### config.mk
export PLATFORM = sky130hd
export DESIGN_NAME = nbb_blur
export DESIGN_NICKNAME = d
export VERILOG_FILES = /design/src/rtl/nbb_pkg.sv /design/src/rtl/nbb_blur.sv
export SDC_FILE = /design/constraint.sdc
export NUM_CORES = 1
export LEC_CHECK = 0
export BUFFER_PORTS_ARGS = -buffer_cell sky130_fd_sc_hd__buf_4
export CAP_MARGIN = 20
export CORE_UTILIZATION = 43
export DETAILED_ROUTE_END_ITERATION = 6
export GPL_TIMING_DRIVEN = 1
export PLACE_DENSITY_LB_ADDON = 0.08
export SLEW_MARGIN = 10
export SYNTH_ARGS = -nofsm -noshare
export SYNTH_HDL_FRONTEND = slang
export SYNTH_SLANG_ARGS = --single-unit
### constraint.sdc
create_clock -name vclk -period 3.75
set_clock_uncertainty 0.15 [all_clocks]
set_input_delay 0 -clock vclk [all_inputs]
set_output_delay 0 -clock vclk [all_outputs]
set_load 0.01 [all_outputs]
### src/rtl/nbb_pkg.sv
package nbb_pkg;

    // One RGB pixel, red in the low byte.
    typedef struct packed {
        logic [7:0] blue;
        logic [7:0] green;
        logic [7:0] red;
    } pix_t;

    // Request kinds.
    localparam logic ACT_PIXEL = 1'b0;
    localparam logic ACT_FLUSH = 1'b1;

    // Configuration register map.
    localparam int  CFG_IDX_W        = 1;
    localparam int  CFG_DATA_W       = 13;
    localparam int  WIDTH_REG_W      = 11;
    localparam int  HEIGHT_REG_W     = 13;
    localparam logic [CFG_IDX_W-1:0] REG_IMAGE_WIDTH  = 1'b0;
    localparam logic [CFG_IDX_W-1:0] REG_IMAGE_HEIGHT = 1'b1;
    localparam logic [WIDTH_REG_W-1:0]  WIDTH_RESET  = 11'd1024;
    localparam logic [HEIGHT_REG_W-1:0] HEIGHT_RESET = 13'd1024;

    // Stencil size (centre excluded).
    localparam int NBR_COUNT = 8;

endpackage

### src/rtl/nbb_blur.sv
module nbb_blur (
    input  nbb_pkg::pix_t nbr [nbb_pkg::NBR_COUNT],
    output nbb_pkg::pix_t avg
);
    import nbb_pkg::*;

    logic [7:0] sum_r;
    logic [7:0] sum_g;
    logic [7:0] sum_b;

    // Each term is pre-shifted, so the total stays below 249.
    always_comb
    begin
        sum_r = '0;
        sum_g = '0;
        sum_b = '0;
        for (int k = 0; k < NBR_COUNT; k++)
        begin
            sum_r = sum_r + (nbr[k].red   >> 3);
            sum_g = sum_g + (nbr[k].green >> 3);
            sum_b = sum_b + (nbr[k].blue  >> 3);
        end
    end

    assign avg.red   = sum_r;
    assign avg.green = sum_g;
    assign avg.blue  = sum_b;

endmodule

==> impl_metrics.json <==
{
  "regArea_um2": 0,
  "layout_common_cells": "inv_1 (183), buf_4 (148), fa_1 (84), ha_1 (21)",
  "grt_usage_pct": 16.7,
  "start_util_pct": 45.6,
  "worstPathArrival_ps": 3450,
  "violations": "DRC",
  "wl_per_cell_um": 9.62,
  "seq_cells": 0,
  "row_count": 29,
  "drive_gt1_share_pct": 33.7,
  "dpl_cell_area_um2": 4170,
  "syn-instance-count": 327,
  "slew_headroom_pct": 87.7,
  "max_cap_viol_count": 0,
  "fin_total_pwr_mw": 2.94,
  "num-fill-cells": 609,
  "drv_slew": 0,
  "pin_count": 216,
  "slowest_delay_ps": 520,
  "stdcell_count": 552,
  "grt_start_max_net_pins": 5,
  "ir_drop_mv": 0.565,
  "place_congestion": 0.718,
  "ys_seq_area_share_pct": 0,
  "num_vias": 2277,
  "fp.dieW_um": 85.0,
  "post-route-period-util_pct": 95.9,
  "hpwlAfterDp_mm": 5.31,
  "post-route-min-period_ps": 3600,
  "first_pass_iters": 7,
  "antenna_found_initial": 0,
  "fmax_ghz": 0.278,
  "seqPwrFrac_pct": 0,
  "p_per_area_nw_per_um2": 699,
  "die_h_um": 85.0,
  "layout_commonest_cell": "inv_1",
  "cts_hold_buf": 0,
  "path_class": "input pin to output pin",
  "cp_slowest_cell": "fa_1",
  "place_ws_ps": -30.3,
  "ys_warn_count": 0,
  "via_per_inst": 4.13,
  "p_sw_share_pct": 48.8,
  "crit_path_end_kind": "output pin",
  "drc": 14,
  "worstPathRequired_ps": 3600,
  "crit_path_start_kind": "input pin",
  "p_int_mw": 1.50,
  "cp_cell_sequence": "buf_4 > inv_1 > fa_1 > inv_1 > fa_1 > fa_1 > inv_1 > fa_1 > inv_1 > ha_4 > fa_2 > a21o_2 > a21oi_2 > xnor2_1 > buf_4",
  "grt_remaining_overflow": 0,
  "antenna_left": 0,
  "setup_ws_ps": 153,
  "critical_path.top_delay_family": "adder cells",
  "cp_max_fo": 2,
  "power_switching_mw": 1.43,
  "nClkBuffers": 0,
  "p_comb_share_pct": 100.0,
  "yosys.cell_types.count": 14,
  "run_status": "complete, but fails checks",
  "synth.avg_cell_area_um2": 9.05,
  "hp-class": "input pin to output pin",
  "finalSetupTns_ps": 0,
  "drt_iter0_drc": 43,
  "synth_nets": 630,
  "fin_area_um2": 4200,
  "core_area_um2": 6490,
  "tightestPinTransition_ps": 183,
  "grt_first_pass_wirelength_mm": 10.1,
  "port_buffers": 144,
  "nNetsFinal": 780,
  "finalHoldViolCount": 0,
  "wl_mm": 5.31,
  "syn_area_um2": 2960,
  "p_clk_share_pct": 0,
  "path_buf_inv": 6,
  "area_delta_synth_final_pct": 41.9,
  "die_area_um2": 7220,
  "p_leak_nw": 2.60,
  "antenna_cells": 0,
  "setup_viol": 0,
  "dp.cells": 552,
  "grt_pass1_vias": 2479
}
-- power by group through the flow --
stage                     Combinational (mW)  Clock [mW]  Sequential (mW)
after floorplan                         1.79           0                0
after global placement                  2.89           0                0
after detailed placement                2.94           0                0
after CTS                               2.98           0                0
after global routing                    3.33           0                0
final                                   2.94           0                0
-- cell type report --
| cell class | instances | area, µm² | area share [%] |
|---|---|---|---|
| multi-input cells | 144 | 2300 | 54.9 |
| well taps | 77 | 96.3 | 2.29 |
| repair buffers | 148 | 1110 | 26.5 |
| inverters | 183 | 687 | 16.4 |
-- timing repair --
| action | 4_1_cts | 5_1_grt |
|---|---|---|
| pin swaps | 0 | 14 |
| setup buffers | 0 | 0 |
| setup endpoints to repair | 3 | 3 |
| cloned | 0 | 0 |
| resized for setup | 4 | 5 |
-- worst min-delay path, cell delays in order --
cell and delay, ps:
buf_4 80, ha_1 110, ha_1 120, buf_4 110
-- kinds of logic (layout without fill, tap and decap cells) --
logic type	count (synthesis)	count (layout)	synth area share, %
buffers and inverters	183	331	23.2
adder cells (fa/ha/maj)	111	111	69.0
AO/OA/AOI/OAI	18	18	4.36
XOR/XNOR	9	9	2.66
AND/OR/NAND/NOR	6	6	0.761
-- worst paths after layout --
kind                  cells after the start     start      end  slack, ps
worst max-delay path                     15   nbr[13]  avg[14]        150
worst min-delay path                      4  nbr[187]  avg[16]        270
-- through the flow --
step,hold WS [ps],utilization [%]
2_1_floorplan,100,-
3_3_place_gp,265,64.1
3_5_place_dp,268,64.1
4_1_cts,275,64.3
5_1_grt,294,64.7
6_report,274,64.7
-- cells in the mapped netlist --
library cell / instances / area, µm²
inv_1: 183 / 687
fa_1: 87 / 1740
ha_1: 24 / 300
nor2_1: 6 / 22.5
xnor2_1: 6 / 52.6
a21oi_1: 5 / 25.0
a211o_1: 3 / 26.3
o211ai_1: 3 / 22.5
xor2_1: 3 / 26.3
a21o_1: 2 / 15.0
o21ai_2: 2 / 17.5
a21o_2: 1 / 8.76
a21oi_2: 1 / 8.76
o21ai_1: 1 / 5.00
-- routing by layer --
layer  share of wire [%]  global-route usage, %  up-vias
met5                   0                      0        -
met4                   0                      0        0
met3                 8.2                   1.46        0
met2                  51                   30.4       82
met1                  41                   23.3     1051
li1                    -                      -     1144
No activity file was read; power rests on OpenSTA's default activity.
